==> config.mk <==
export PLATFORM = sky130hd
export DESIGN_NAME = x86_64_relocation_apply_core
export DESIGN_NICKNAME = d
export VERILOG_FILES = /design/src/x86ra_pkg.sv /design/src/x86_64_relocation_apply_core.sv
export SDC_FILE = /design/constraint.sdc
export NUM_CORES = 1
export LEC_CHECK = 0
export BUFFER_PORTS_ARGS = -buffer_cell sky130_fd_sc_hd__buf_4
export CORE_MARGIN = 1.5
export CORE_UTILIZATION = 25
export DETAILED_ROUTE_END_ITERATION = 16
export GPL_TIMING_DRIVEN = 0
export SLEW_MARGIN = 5
export SYNTH_ARGS = -nofsm -noshare
export SYNTH_HDL_FRONTEND = slang
export SYNTH_SLANG_ARGS = --single-unit
==> constraint.sdc <==
create_clock -name clk -period 9.9 [get_ports clk]
set_input_delay 1.98 -clock clk [delete_from_list [all_inputs] [get_ports clk]]
set_output_delay 1.98 -clock clk [all_outputs]
set_load 0.01 [all_outputs]
==> src/x86ra_pkg.sv <==
package x86ra_pkg;

  localparam int unsigned TypeW   = 6;
  localparam int unsigned WordW   = 64;
  localparam int unsigned HalfW   = 32;
  localparam int unsigned BytesW  = 4;
  localparam int unsigned StatusW = 2;
  localparam int unsigned LimitW  = 33;
  localparam int unsigned ShiftW  = 5;

  localparam logic [TypeW-1:0] R_NONE          = 6'd0;
  localparam logic [TypeW-1:0] R_64            = 6'd1;
  localparam logic [TypeW-1:0] R_PC32          = 6'd2;
  localparam logic [TypeW-1:0] R_PLT32         = 6'd4;
  localparam logic [TypeW-1:0] R_32            = 6'd10;
  localparam logic [TypeW-1:0] R_32S           = 6'd11;
  localparam logic [TypeW-1:0] R_TLSGD         = 6'd19;
  localparam logic [TypeW-1:0] R_GOTTPOFF      = 6'd22;
  localparam logic [TypeW-1:0] R_TPOFF32       = 6'd23;
  localparam logic [TypeW-1:0] R_PC64          = 6'd24;
  localparam logic [TypeW-1:0] R_GOTPCRELX     = 6'd41;
  localparam logic [TypeW-1:0] R_REX_GOTPCRELX = 6'd42;

  localparam logic [StatusW-1:0] ST_OK       = 2'd0;
  localparam logic [StatusW-1:0] ST_NONZERO  = 2'd1;
  localparam logic [StatusW-1:0] ST_OVERFLOW = 2'd2;
  localparam logic [StatusW-1:0] ST_UNKNOWN  = 2'd3;

  localparam logic [BytesW-1:0] WB_NONE = 4'd0;
  localparam logic [BytesW-1:0] WB_FOUR = 4'd4;
  localparam logic [BytesW-1:0] WB_EIGHT = 4'd8;

  localparam logic [0:0] CFG_TLS_SIZE  = 1'b0;
  localparam logic [0:0] CFG_TLS_ALIGN = 1'b1;

  typedef struct packed {
    logic sym_zero;
    logic cur_zero;
    logic low_zero;
    logic sect;
  } item_flags_t;

endpackage

==> src/x86_64_relocation_apply_core.sv <==
// Throughput: one word per cycle while out_stall is low; three register
// stages (S+A add, the place / TLS subtractions and range checks,
// result select).
// A stage advances whenever the stage after it is empty or moving.
// Reset (rst, synchronous) empties the pipeline and clears tls_bytes and
// tls_align_log2 to zero.
module x86_64_relocation_apply_core
  import x86ra_pkg::*;
(
  input  logic                  clk,
  input  logic                  rst,
  input  logic                  cfg_we,
  input  logic [0:0]            cfg_index,
  input  logic [HalfW-1:0]      cfg_data,
  input  logic                  in_valid,
  output logic                  in_stall,
  input  logic [TypeW-1:0]      reloc_type,
  input  logic [WordW-1:0]      symbol_value,
  input  logic signed [WordW-1:0] addend,
  input  logic [WordW-1:0]      place_address,
  input  logic [WordW-1:0]      existing_value,
  input  logic                  symbol_is_section,
  output logic                  out_valid,
  input  logic                  out_stall,
  output logic [WordW-1:0]      patch_value,
  output logic [BytesW-1:0]     write_bytes,
  output logic [StatusW-1:0]    status
);

  logic [HalfW-1:0]  tls_bytes;
  logic [ShiftW-1:0] tls_align_log2;

  always_ff @(posedge clk) begin
    if (rst) begin
      tls_bytes      <= '0;
      tls_align_log2 <= '0;
    end else if (cfg_we) begin
      case (cfg_index)
        CFG_TLS_SIZE:  tls_bytes      <= cfg_data;
        CFG_TLS_ALIGN: tls_align_log2 <= cfg_data[ShiftW-1:0];
        default: ;
      endcase
    end
  end

  // handshake
  logic s1_valid, s2_valid;
  logic ready1, ready2, ready3;

  assign ready3   = !out_valid || !out_stall;
  assign ready2   = !s2_valid || ready3;
  assign ready1   = !s1_valid || ready2;
  assign in_stall = !ready1;

  // stage 1: S+A, target checks, TLS limit
  logic [LimitW-1:0] align_mask;
  logic [LimitW-1:0] tls_limit;

  always_comb begin
    align_mask = (LimitW'(1) << tls_align_log2) - LimitW'(1);
    tls_limit  = ({1'b0, tls_bytes} + align_mask) & ~align_mask;
  end

  logic [TypeW-1:0]  s1_type;
  logic [WordW-1:0]  s1_val;
  logic [WordW-1:0]  s1_place;
  logic [LimitW-1:0] s1_limit;
  item_flags_t       s1_flags;

  always_ff @(posedge clk) begin
    if (rst) begin
      s1_valid <= 1'b0;
    end else if (ready1) begin
      s1_valid <= in_valid;
    end
  end

  always_ff @(posedge clk) begin
    if (ready1 && in_valid) begin
      s1_type           <= reloc_type;
      s1_val            <= symbol_value + $unsigned(addend);
      s1_place          <= place_address;
      s1_limit          <= tls_limit;
      s1_flags.sym_zero <= (symbol_value == '0);
      s1_flags.cur_zero <= (existing_value == '0);
      s1_flags.low_zero <= (existing_value[HalfW-1:0] == '0);
      s1_flags.sect     <= symbol_is_section;
    end
  end

  // stage 2: subtractions and range checks
  logic [TypeW-1:0] s2_type;
  logic [WordW-1:0] s2_val;
  logic [WordW-1:0] s2_pcrel;
  logic [HalfW-1:0] s2_tpoff;
  logic             s2_tp_ovf;
  logic             s2_zx_ovf;
  logic             s2_sx_ovf;
  item_flags_t      s2_flags;

  always_ff @(posedge clk) begin
    if (rst) begin
      s2_valid <= 1'b0;
    end else if (ready2) begin
      s2_valid <= s1_valid;
    end
  end

  always_ff @(posedge clk) begin
    if (ready2 && s1_valid) begin
      s2_type   <= s1_type;
      s2_val    <= s1_val;
      s2_pcrel  <= s1_val - s1_place;
      s2_tpoff  <= s1_val[HalfW-1:0] - s1_limit[HalfW-1:0];
      s2_tp_ovf <= (s1_val >= WordW'(s1_limit));
      s2_zx_ovf <= (s1_val[WordW-1:HalfW] != '0);
      s2_sx_ovf <= (s1_val[WordW-1:HalfW] != {HalfW{s1_val[HalfW-1]}});
      s2_flags  <= s1_flags;
    end
  end

  // stage 3: select
  logic [WordW-1:0]   value_sel;
  logic [BytesW-1:0]  bytes_sel;
  logic [StatusW-1:0] status_sel;

  always_comb begin
    value_sel  = '0;
    bytes_sel  = WB_NONE;
    status_sel = ST_OK;
    case (s2_type)
      R_NONE: ;
      R_64: begin
        if (!s2_flags.cur_zero) status_sel = ST_NONZERO;
        else begin
          value_sel = s2_val;
          bytes_sel = WB_EIGHT;
        end
      end
      R_PC64: begin
        if (!s2_flags.cur_zero) status_sel = ST_NONZERO;
        else begin
          value_sel = s2_pcrel;
          bytes_sel = WB_EIGHT;
        end
      end
      R_32: begin
        if (!s2_flags.low_zero) status_sel = ST_NONZERO;
        else if (s2_zx_ovf && !s2_flags.sect) status_sel = ST_OVERFLOW;
        else begin
          value_sel = {{HalfW{1'b0}}, s2_val[HalfW-1:0]};
          bytes_sel = WB_FOUR;
        end
      end
      R_32S: begin
        if (!s2_flags.low_zero) status_sel = ST_NONZERO;
        else if (s2_sx_ovf && !s2_flags.sect) status_sel = ST_OVERFLOW;
        else begin
          value_sel = {{HalfW{1'b0}}, s2_val[HalfW-1:0]};
          bytes_sel = WB_FOUR;
        end
      end
      R_TLSGD, R_GOTTPOFF, R_GOTPCRELX, R_REX_GOTPCRELX: begin
        if (s2_flags.sym_zero) status_sel = ST_OVERFLOW;
        else if (!s2_flags.low_zero) status_sel = ST_NONZERO;
        else begin
          value_sel = {{HalfW{1'b0}}, s2_pcrel[HalfW-1:0]};
          bytes_sel = WB_FOUR;
        end
      end
      R_PC32, R_PLT32: begin
        if (!s2_flags.low_zero) status_sel = ST_NONZERO;
        else begin
          value_sel = {{HalfW{1'b0}}, s2_pcrel[HalfW-1:0]};
          bytes_sel = WB_FOUR;
        end
      end
      R_TPOFF32: begin
        if (s2_tp_ovf) status_sel = ST_OVERFLOW;
        else begin
          value_sel = {{HalfW{1'b0}}, s2_tpoff};
          bytes_sel = WB_FOUR;
        end
      end
      default: status_sel = ST_UNKNOWN;
    endcase
  end

  always_ff @(posedge clk) begin
    if (rst) begin
      out_valid <= 1'b0;
    end else if (ready3) begin
      out_valid <= s2_valid;
    end
  end

  always_ff @(posedge clk) begin
    if (ready3 && s2_valid) begin
      patch_value <= value_sel;
      write_bytes <= bytes_sel;
      status      <= status_sel;
    end
  end

  a_err_no_write: assert property (@(posedge clk) disable iff (rst)
    out_valid && status != ST_OK |-> write_bytes == WB_NONE && patch_value == '0)
    else $error("error word carries a write");

  a_four_byte_masked: assert property (@(posedge clk) disable iff (rst)
    out_valid && write_bytes == WB_FOUR |-> patch_value[WordW-1:HalfW] == '0)
    else $error("4-byte patch has upper bits set");

  a_bytes_legal: assert property (@(posedge clk) disable iff (rst)
    out_valid |-> write_bytes == WB_NONE || write_bytes == WB_FOUR
                  || write_bytes == WB_EIGHT)
    else $error("illegal write size");

  a_stall_only_full: assert property (@(posedge clk) disable iff (rst)
    in_stall |-> s1_valid && s2_valid && out_valid && out_stall)
    else $error("input stalled with room in pipeline");

endmodule
**After elaboration in Yosys (flattened, before gate mapping)**

Cells that the tools add are included.

- Logic and storage cells: 101
- Register bits after elaboration: 454
- Input port bits: 301
- Output and inout bits: 72

- $add $sub $neg: 5
- Shift operators: 1
- Reduce and logical (&&, ||, !) cells: 24
- Order comparisons: 1
- Bitwise operators: 3
- Multiplexer cells: 28
- Eq/ne operators: 12

Operators by type and width:

| operator | number |
|---|---|
| $pmux W64 S7 | 1 |
| $mux W32 | 7 |
| $logic_not A64 Y1 | 2 |
| $mux W64 | 2 |
| $add A64 B64 Y64 | 1 |
| $ge A64 B33 Y1 | 1 |
| $sub A64 B64 Y64 | 1 |
| $add A32 B33 Y33 | 1 |
| $and A33 B33 Y33 | 1 |
| $not A33 Y33 | 1 |
| $shl A1 B5 Y33 const A | 1 |
| $sub A33 B2 Y33 const B | 1 |
| $logic_not A32 Y1 | 1 |
| $ne A32 B32 Y1 | 1 |
| $reduce_bool A32 Y1 | 1 |
| $sub A32 B32 Y32 | 1 |
| $eq A6 B5 Y1 const B | 4 |
| $pmux W4 S6 | 1 |
| $mux W3 | 7 |
| $pmux W2 S7 | 1 |
| $eq A6 B4 Y1 const B | 2 |
| $eq A6 B6 Y1 const B | 2 |
| $mux W2 | 6 |
| $eq A6 B1 Y1 const B | 1 |
| 12 further kinds | 26 |

**Depth between registers and ports, before layout**

Gate-level depths: netlist of run 1.

- Depth in word-level cells: 5
- Depth in mapped cells: 21
- Depth with buffers taken out: 19

**Worst setup path after synthesis of run 1**

No wires, ideal clock.

- Kind: input to register
- Start point: in out_stall
- End point: reg s1_flags[0] (netlist bit) (enable)
- Cell stages on the path: 3
- Buffers on the path: 0
- Path slack: -735 ps
- Data arrival time: 9912 ps
- Cell sequence: and3_1 -> and2_1 -> nor2b_1

- Longest elaborated chain between the ends: 5

Ends and longest elaborated chain:

| element | RTL line | RTL |
|---|---|---|
| from (decl) | x86_64_relocation_apply_core.sv:24 | `input logic out_stall,` |
| $logic_not A1 Y1 | x86_64_relocation_apply_core.sv:50 | `assign ready3 = !out_valid \|\| !out_stall;` |
| $logic_or A1 B1 Y1 | x86_64_relocation_apply_core.sv:50 |  |
| $logic_or A1 B1 Y1 | x86_64_relocation_apply_core.sv:51 | `assign ready2 = !s2_valid \|\| ready3;` |
| $logic_or A1 B1 Y1 | x86_64_relocation_apply_core.sv:52 | `assign ready1 = !s1_valid \|\| ready2;` |
| $logic_and A1 B1 Y1 | x86_64_relocation_apply_core.sv:79 | `if (ready1 && in_valid) begin` |
| to (decl) | x86_64_relocation_apply_core.sv:68 | `item_flags_t s1_flags;` |

Every way passes these cells.
A chain may end at the register's enable or synchronous reset.

**Final worst setup path of run 1**

- Start point: reg tls_align_log2[2]
- End point: reg s1_limit[31] (data pin)

- Longest elaborated chain between the ends: 4
- Elaborated cells on any way between the ends: 5
- Those cells by class: add/sub (2); shift (1); bitwise (2)

Ends and longest elaborated chain:

| element | RTL line | RTL |
|---|---|---|
| from (decl) | x86_64_relocation_apply_core.sv:31 | `logic [ShiftW-1:0] tls_align_log2;` |
| from (signal assigned) | x86_64_relocation_apply_core.sv:40 | `CFG_TLS_ALIGN: tls_align_log2 <= cfg_data[ShiftW-1:0];` |
| $shl A1 B5 Y33 * | x86_64_relocation_apply_core.sv:60 | `align_mask = (LimitW'(1) << tls_align_log2) - LimitW'(1);` |
| $sub A33 B2 Y33 * | x86_64_relocation_apply_core.sv:60 |  |
| $add A32 B33 Y33 or $not A33 Y33 (tied branches) | x86_64_relocation_apply_core.sv:61 | `tls_limit = ({1'b0, tls_bytes} + align_mask) & ~align_mask;` |
| $and A33 B33 Y33 * | x86_64_relocation_apply_core.sv:61 |  |
| net tls_limit[31] | x86_64_relocation_apply_core.sv:57 | `logic [LimitW-1:0] tls_limit;` |
| to (signal assigned) | x86_64_relocation_apply_core.sv:83 | `s1_limit <= tls_limit;` |
| to (decl) | x86_64_relocation_apply_core.sv:67 | `logic [LimitW-1:0] s1_limit;` |

Mark *: on every way through the listed nets, which the timed path passes. The rest lies on a longest branch.

==> implementation parameters, run 1 <==
Parameter                              Value

Clock tree
  Post-CTS clock slew at the launch and capture registers of the worst setup and hold paths    0.06 ns
  Post-CTS setup repair buffer count    0
  CTS Buf Count    47
  Total number of clock tree sinks    452
  H-tree level count    2
  Insertion delay to the later sink of the worst-skew pair    0.60 ns
  TritonCTS clock tree    built
  Cts-stage hold buffer count    0
  Clk root buf    sky130_fd_sc_hd__clkbuf_16
  Buffers from clock root to sink, at most    3
  Post-CTS sizing    0

Yosys
  Post-synthesis sequential area ratio    0.4911
  Per-instance average area after synthesis    10.43 µm²
  Main synth FF type    sky130_fd_sc_hd__edfxtp_1
  Leading post-synthesis cells by cell area    sky130_fd_sc_hd__edfxtp_1 46%, sky130_fd_sc_hd__ha_1 9.0%, sky130_fd_sc_hd__a21oi_1 4.6%
  Post-synthesis cell area    26820 µm²
  Number of synthesized flops with an enable pin    412
  Synth cell types    85
  Register bit count reported by yosys    452
  Yosys Warn Count    0
  Ys async rst share    0
  Most area-hungry cell type in the Yosys netlist    sky130_fd_sc_hd__edfxtp_1
  Gate count after technology mapping    2571
  Area share of the largest cell type after synthesis    0.4612

STA
  Worst-case headroom to the max-slew limit    0.2876
  Final Max Tran Viols    0
  Setup slack of the critical path after layout    4.394 ns
  Worst clock skew    0.01997 ns
  Final Hold Fails    0
  Final critical-path share of the clock period    0.5562
  Setup Viol. Count Final    0
  Clock period minus final worst setup slack    5.506 ns
  Worst hold slack    0.4201 ns
  RSZ-0062 raised after global routing    false
  Setup total negative slack    0 ns
  Slew at the pin closest to its max-slew limit    1.059 ns
  Peak Freq    0.1816 GHz

Placed design
  Input/output buffers    368
  Detailed placer's ending HPWL    73.78 mm
  Dpl cells    4347
  Placed Instance Area    31680 µm²
  Weighted congestion at the end of routability-driven global placement    0.8977
  Pre-CTS WS    4.432 ns

Worst hold path
  Hold path depth    0
  Hold Path Class    flip-flop to flip-flop
  Startpoint of the most critical hold path    s1_type[0]$_DFFE_PP_
  Terminating pin of the worst hold path    s2_type[0]$_DFFE_PP_

Routing
  Count of vias placed by the detailed router    21330
  Pre-Repair DR Iteration Count    7
  Remaining antenna violation count after routing    0
  Vias per std cell    4.811
  DRC violations left    0
  WL final    89.07 mm
  WL per Instance    20.09 µm
  Starting DRT DRC Count    1701

Floorplanning
  I/O pins    373
  DIE AREA    109300 µm²
  Die boundary height    330.6 µm
  Placeable Area    105900 µm²
  Die extent in x    330.6 µm
  Initial cell density of the core    0.2534
  Site Rows    119

GRT
  Largest net degree at the start of global routing    34
  Remaining global-route overflow    0
  GRT Util Overall    0.1583
  Number of antenna violations at the first check in global routing    23
  Vias in the first global route    21054
  Wire length of the first global-routing pass    130.0 mm

Final layout
  Commonest non-fill, non-tap cell in the layout    sky130_fd_sc_hd__edfxtp_1
  Commonest cells after routing, fill and taps aside    412 x sky130_fd_sc_hd__edfxtp_1, 371 x sky130_fd_sc_hd__buf_4, 248 x sky130_fd_sc_hd__a21oi_1, 214 x sky130_fd_sc_hd__nand2_1, 194 x sky130_fd_sc_hd__ha_1
  Post-route cell area    33190 µm²
  Area growth from synthesis to final layout    23.72%
  Number of nets at the end of the flow    3504
  Fraction of layout cells with a size suffix above 1    0.1680
  Utilization of the core after routing    0.3135
  Non-filler instance count after layout    4434

Job
  # Max-Cap Violations    0

Critical path
  Crit path required time    10.24 ns
  Startpoint type of the worst setup path    flip-flop
  Critical path's top delay family    compound AO/OA/AOI/OAI gates
  Max Fanout on Critical Path    10
  Critical Setup Path Class    flip-flop to flip-flop
  Slowest stage delay, CP    0.47 ns
  Most frequent cell on the critical path    sky130_fd_sc_hd__clkbuf_1
  Worst r2r path cells    20
  Endpoint type of the worst setup path    flip-flop
  Crit-path cells    clkbuf_1, clkbuf_1, nor2_1, nand3_1, ha_1, clkbuf_1, clkbuf_1, a32oi_1, o2bb2ai_1, ha_1, and3_1, nand2_1, or2_2, a211oi_1, o311a_1, a31oi_1, o21ai_1, a21oi_2, o21ai_1, xor2_1
  CP bufs+invs    4
  Terminus of the critical flop-to-flop path    s1_limit[31]$_DFFE_PP_
  Reg-to-reg setup timing slack    4.39 ns
  CP max-delay cell    sky130_fd_sc_hd__a211oi_1
  Data arrival at the endpoint of the critical path    5.85 ns
  Crit. Startpoint    tls_align_log2[2]$_SDFFE_PP0P_
  Worst R2R Start    tls_align_log2[2]$_SDFFE_PP0P_

Pwr
  LEAKAGE    13.44 nW
  Portion of total power attributed to the clock network    0.298
  Total power draw    5.861 mW
  Switching part of the total    0.3157
  Switching power total    1.850 mW
  Combinational Power Share    0.271
  Worst voltage drop across the vdd grid    124.2 µV
  Pwr dens    176.6 nW/µm²
  Relative contribution of sequential cells to total power    0.431
  Internal power component    4.011 mW

Outcome
  Outcome    finished, final reports clean
## cell families after synthesis
| group | share of synthesized area |
|---|---|
| AOI/OAI and AO/OA | 0.1878 |
| xor gates and xnor gates | 0.05649 |
| adders and majority gates | 0.09348 |
| buffers and inverters | 0.04072 |
| DFF | 0.4911 |
| muxes | 0.001493 |
| other | 0.0001398 |
| and+or+nand+nor | 0.1288 |
## layout make-up
cell class                 count  area (µm²)
fill                       10849       72680
antenna                        2       5.005
clock buffer                  54        1232
sequential                   452       13170
tap                         1391        1740
inverter                     193       724.4
buffer                        94       367.9
clock inverter                31       271.5
timing repair buffer         383        3073
multi-input combinational   1834       12600
## power by group through the flow
stage                     clock [mW]  combinational (mW)  sequential [mW]
after floorplan                    0                1.10             2.49
after global placement             0                1.55             2.58
after detailed placement           0                1.57             2.57
after CTS                       1.79                1.58             2.53
after global routing            1.86                1.77             2.54
final                           1.75                1.59             2.53
## cell usage after synthesis, types with 6 or more instances
library cell,count
sky130_fd_sc_hd__edfxtp_1,412
sky130_fd_sc_hd__a21oi_1,248
sky130_fd_sc_hd__nand2_1,214
sky130_fd_sc_hd__ha_1,194
sky130_fd_sc_hd__inv_1,193
sky130_fd_sc_hd__nor2_1,143
sky130_fd_sc_hd__a21o_1,112
sky130_fd_sc_hd__xnor2_1,108
sky130_fd_sc_hd__o21ai_0,94
sky130_fd_sc_hd__clkbuf_1,83
sky130_fd_sc_hd__nand4_1,68
sky130_fd_sc_hd__xor2_1,65
sky130_fd_sc_hd__nor4_1,48
sky130_fd_sc_hd__nand3_1,41
sky130_fd_sc_hd__dfxtp_1,40
sky130_fd_sc_hd__nand2b_1,35
sky130_fd_sc_hd__a22o_1,34
sky130_fd_sc_hd__nor3_1,34
sky130_fd_sc_hd__o21ai_1,33
sky130_fd_sc_hd__a222oi_1,32
sky130_fd_sc_hd__o21bai_1,31
sky130_fd_sc_hd__a31oi_1,27
sky130_fd_sc_hd__nor2b_1,26
sky130_fd_sc_hd__o21a_1,21
sky130_fd_sc_hd__and3_1,18
sky130_fd_sc_hd__o211ai_1,17
sky130_fd_sc_hd__and2_1,15
sky130_fd_sc_hd__o31ai_1,12
sky130_fd_sc_hd__a211oi_1,11
sky130_fd_sc_hd__nor3b_1,10
sky130_fd_sc_hd__or2_2,9
sky130_fd_sc_hd__and4_1,8
sky130_fd_sc_hd__or3_1,8
sky130_fd_sc_hd__a22oi_1,7
sky130_fd_sc_hd__a41oi_1,7
sky130_fd_sc_hd__a211o_1,6
sky130_fd_sc_hd__buf_2,6
## registers in the layout, summed over array words and instances (netlist names), 6 cells and up
| register | count |
|---|---|
| patch_value | 64 |
| s1_limit | 33 |
| s1_place | 64 |
| s1_type | 6 |
| s1_val | 64 |
| s2_pcrel | 64 |
| s2_tpoff | 32 |
| s2_type | 6 |
| s2_val | 64 |
| tls_bytes | 32 |
## routing by layer
layer,global-route usage,vias to the layer above,wire (µm)
met2,0.2593,557,41020
met3,0.03066,139,5051
li1,-,10485,-
met5,0,-,237
met1,0.2133,10107,40590
met4,0.04060,42,2167
## worst max path at each step
stage	slack [ns]	depth (start not counted)	end
global route	4.06	20	s1_limit[31]$_DFFE_PP_
floorplan	2.37	1	patch_value[0]$_DFFE_PP_
global placement	-0.67	2	patch_value[62]$_DFFE_PP_
CTS	4.47	20	s1_limit[31]$_DFFE_PP_
detailed placement	4.43	14	s1_val[62]$_DFFE_PP_
finish	4.39	20	s1_limit[31]$_DFFE_PP_
Power figures use the tool's default switching activity.
==> inputs of run 2 (changes only) <==
Settings changed: ABC_AREA set to 1.
Clock period 9.9 ns to 4.5 ns, I/O delays scaled along.
==> run 2 against run 1 <==
Against the previous run:
- clock skew is 0.024 ns higher
- global-route usage rose by 3.7 points
- flip-flop and latch count unchanged
- die area up 17%
- combinational power rose to 2.6 times the previous value
- critical path depth is the same
- routed wire length grew 44%
- maximum frequency up 32%
- total power grew 140%
- setup slack worse by 4.1 ns
- via count up 40%
- largest cell class is now multi-input gates
==> implementation parameters, run 2 <==
Parameter                              Value

Outcome
  Outcome    finished, final reports clean

Yosys
  Yosys Warn Count    0
  Gate count after technology mapping    4236
  Main synth FF type    sky130_fd_sc_hd__edfxtp_1
  Area share of the largest cell type after synthesis    0.3928
  Number of synthesized flops with an enable pin    412
  Ys async rst share    0
  Post-synthesis sequential area ratio    0.4182
  Register bit count reported by yosys    452
  Post-synthesis cell area    31500 µm²
  Most instantiated cells after synthesis    1317 x sky130_fd_sc_hd__nand2_1, 667 x sky130_fd_sc_hd__inv_1, 471 x sky130_fd_sc_hd__nor2_1
  Per-instance average area after synthesis    7.435 µm²
  Most area-hungry cell type in the Yosys netlist    sky130_fd_sc_hd__edfxtp_1
  Leading post-synthesis cells by cell area    sky130_fd_sc_hd__edfxtp_1 39%, sky130_fd_sc_hd__nand2_1 16%, sky130_fd_sc_hd__inv_1 7.9%
  Synth cell types    45
  Most repeated cell in the gate-level netlist after synthesis    sky130_fd_sc_hd__nand2_1

Floorplanning
  Placeable Area    125200 µm²
  Site Rows    130
  Die extent in x    357.9 µm
  DIE AREA    128100 µm²
  Initial cell density of the core    0.2515
  Die boundary height    357.9 µm
  I/O pins    373

Pwr
  Pwr dens    367.7 nW/µm²
  Worst voltage drop across the vdd grid    296.9 µV
  LEAKAGE    17.76 nW

Clock tree
  CTS Buf Count    54
  Post-CTS clock slew at the launch and capture registers of the worst setup and hold paths    0.06 ns
  H-tree level count    2
  Cts-stage hold buffer count    0
  Total number of clock tree sinks    452
  TritonCTS clock tree    built
  Clk root buf    sky130_fd_sc_hd__clkbuf_16
  Post-CTS sizing    0
  Insertion delay to the later sink of the worst-skew pair    0.67 ns
  Buffers from clock root to sink, at most    3
  Post-CTS setup repair buffer count    0

Placed design
  Input/output buffers    369
  Detailed placer's ending HPWL    108.6 mm
  Weighted congestion at the end of routability-driven global placement    0.9641
  Placed Instance Area    36600 µm²

Routing
  DRC violations left    0
  WL final    128.7 mm
  WL per Instance    20.20 µm
  Starting DRT DRC Count    2444
  Pre-Repair DR Iteration Count    6
  Vias per std cell    4.692
  Remaining antenna violation count after routing    0
  Count of vias placed by the detailed router    29893

Worst hold path
  Terminating pin of the worst hold path    s1_place[0]$_DFFE_PP_
  Startpoint of the most critical hold path    place_address[0]
  Hold path depth    1
  Hold Path Class    input port to flip-flop

STA
  Peak Freq    0.2392 GHz
  Clock period minus final worst setup slack    4.180 ns
  Final Max Tran Viols    0
  Slew at the pin closest to its max-slew limit    0.9404 ns
  Worst-case headroom to the max-slew limit    0.3708
  Worst clock skew    0.04414 ns
  RSZ-0062 raised after global routing    false
  Setup total negative slack    0 ns
  Setup Viol. Count Final    0
  Final Hold Fails    0
  Final critical-path share of the clock period    0.9290

Final layout
  Area growth from synthesis to final layout    21.92%
  Commonest cells after routing, fill and taps aside    1317 x sky130_fd_sc_hd__nand2_1, 666 x sky130_fd_sc_hd__inv_1, 470 x sky130_fd_sc_hd__nor2_1, 412 x sky130_fd_sc_hd__edfxtp_1, 375 x sky130_fd_sc_hd__buf_4
  Fraction of layout cells with a size suffix above 1    0.1055
  Fill cell total of the finished layout    13650
  Commonest non-fill, non-tap cell in the layout    sky130_fd_sc_hd__nand2_1
  Number of nets at the end of the flow    5174
  Post-route cell area    38400 µm²
  Area of the multi-input gates    15630 µm²
  Area of all sequential standard cells    13170 µm²

Critical path
  Max Fanout on Critical Path    10
  Critical Setup Path Class    flip-flop to flip-flop
  Crit. path cell count    20
  Most frequent cell on the critical path    sky130_fd_sc_hd__nor2_1
  CP bufs+invs    4
  Crit-path cells    buf_4, inv_2, clkbuf_1, nand4_1, ha_1, inv_1, nor2_2, nand2_2, nor2_4, nand2_1, xor2_1, ha_1, a21oi_1, o21ai_0, a21oi_1, nor2_1, nor2_1, nand2_1, nor2_1, nor2_1
  Reg-to-reg setup timing slack    0.32 ns
  Endpoint type of the worst setup path    flip-flop
  Worst R2R Start    tls_align_log2[3]$_SDFFE_PP0P_
  Slowest stage delay, CP    0.48 ns
  Critical path's top delay family    simple AND/OR/NAND/NOR gates
  Worst r2r path cells    20
  Crit path required time    4.90 ns
  Crit. Startpoint    tls_align_log2[3]$_SDFFE_PP0P_
  Terminus of the critical flop-to-flop path    s1_limit[27]$_DFFE_PP_
  CP max-delay cell    sky130_fd_sc_hd__xor2_1
  Data arrival at the endpoint of the critical path    4.58 ns
  Startpoint type of the worst setup path    flip-flop

GRT
  Number of antenna violations at the first check in global routing    2
  GRT Util Overall    0.1955
  Remaining global-route overflow    0
  Largest net degree at the start of global routing    45
  Vias in the first global route    28850
  Wire length of the first global-routing pass    183.3 mm

Job
  # Max-Cap Violations    0
run 2: how the worst max path moves through the flow:
stage,to,slack [ns]
CTS,s1_limit[32]$_DFFE_PP_,0.39
global route,s1_limit[29]$_DFFE_PP_,0.03
global placement,s2_val[47]$_DFFE_PP_,-1.19
detailed placement,s1_limit[32]$_DFFE_PP_,0.40
finish,s1_limit[27]$_DFFE_PP_,0.32
floorplan,s2_flags[0]$_DFFE_PP_,0.36
run 2: stage by stage:
step	cells	worst slack (ns)	hold WS [ns]	util	power [mW]
2_1_floorplan	4238	0.3576	0.4003	-	7.954
3_3_place_gp	6257	-1.195	0.4056	0.2903	9.678
3_5_place_dp	6269	0.4033	0.4090	0.2922	9.687
4_1_cts	6369	0.3856	0.3709	0.3066	14.19
5_1_grt	6369	0.02728	0.3809	0.3066	14.85
6_report	6371	0.3195	0.4142	0.3066	14.12
run 2: cell families (layout without fill, tap and decap cells):
kind of cell,count (synthesis),in the layout,synth area share
fa+ha+maj,198,198,0.07961
simple gates,2212,2212,0.2868
flops,452,452,0.4182
other cells,1,5,0.0001191
buf+inv,718,1199,0.08648
compound gates,541,541,0.09705
xor+xnor,114,114,0.03170
run 2: where the power goes:
part	total, mW	internal, mW	switching (mW)
clock network	4.46	2.55	1.90
registers	5.49	5.15	0.341
logic	4.17	1.36	2.82
total	14.1	9.06	5.06
run 2: routing by layer:
layer	part of all wire	GRT usage	up-vias	wire, µm
met2	0.45	0.3160	918	57320
met3	0.062	0.02941	159	8009
li1	-	-	14832	-
met5	0.00019	0	-	24
met4	0.033	0.06304	4	4216
met1	0.46	0.2667	13980	59120
run 2: cell type report:
| class | count | area share |
|---|---|---|
| multi-input combinational | 3068 | 0.4069 |
| clock inverter | 34 | 0.009840 |
| clock buffer | 66 | 0.03692 |
| buffer | 46 | 0.005246 |
| antenna | 2 | 0.0001303 |
| sequential | 452 | 0.3430 |
| timing repair buffer | 381 | 0.07839 |
| inverter | 672 | 0.06578 |
| tap | 1650 | 0.05376 |
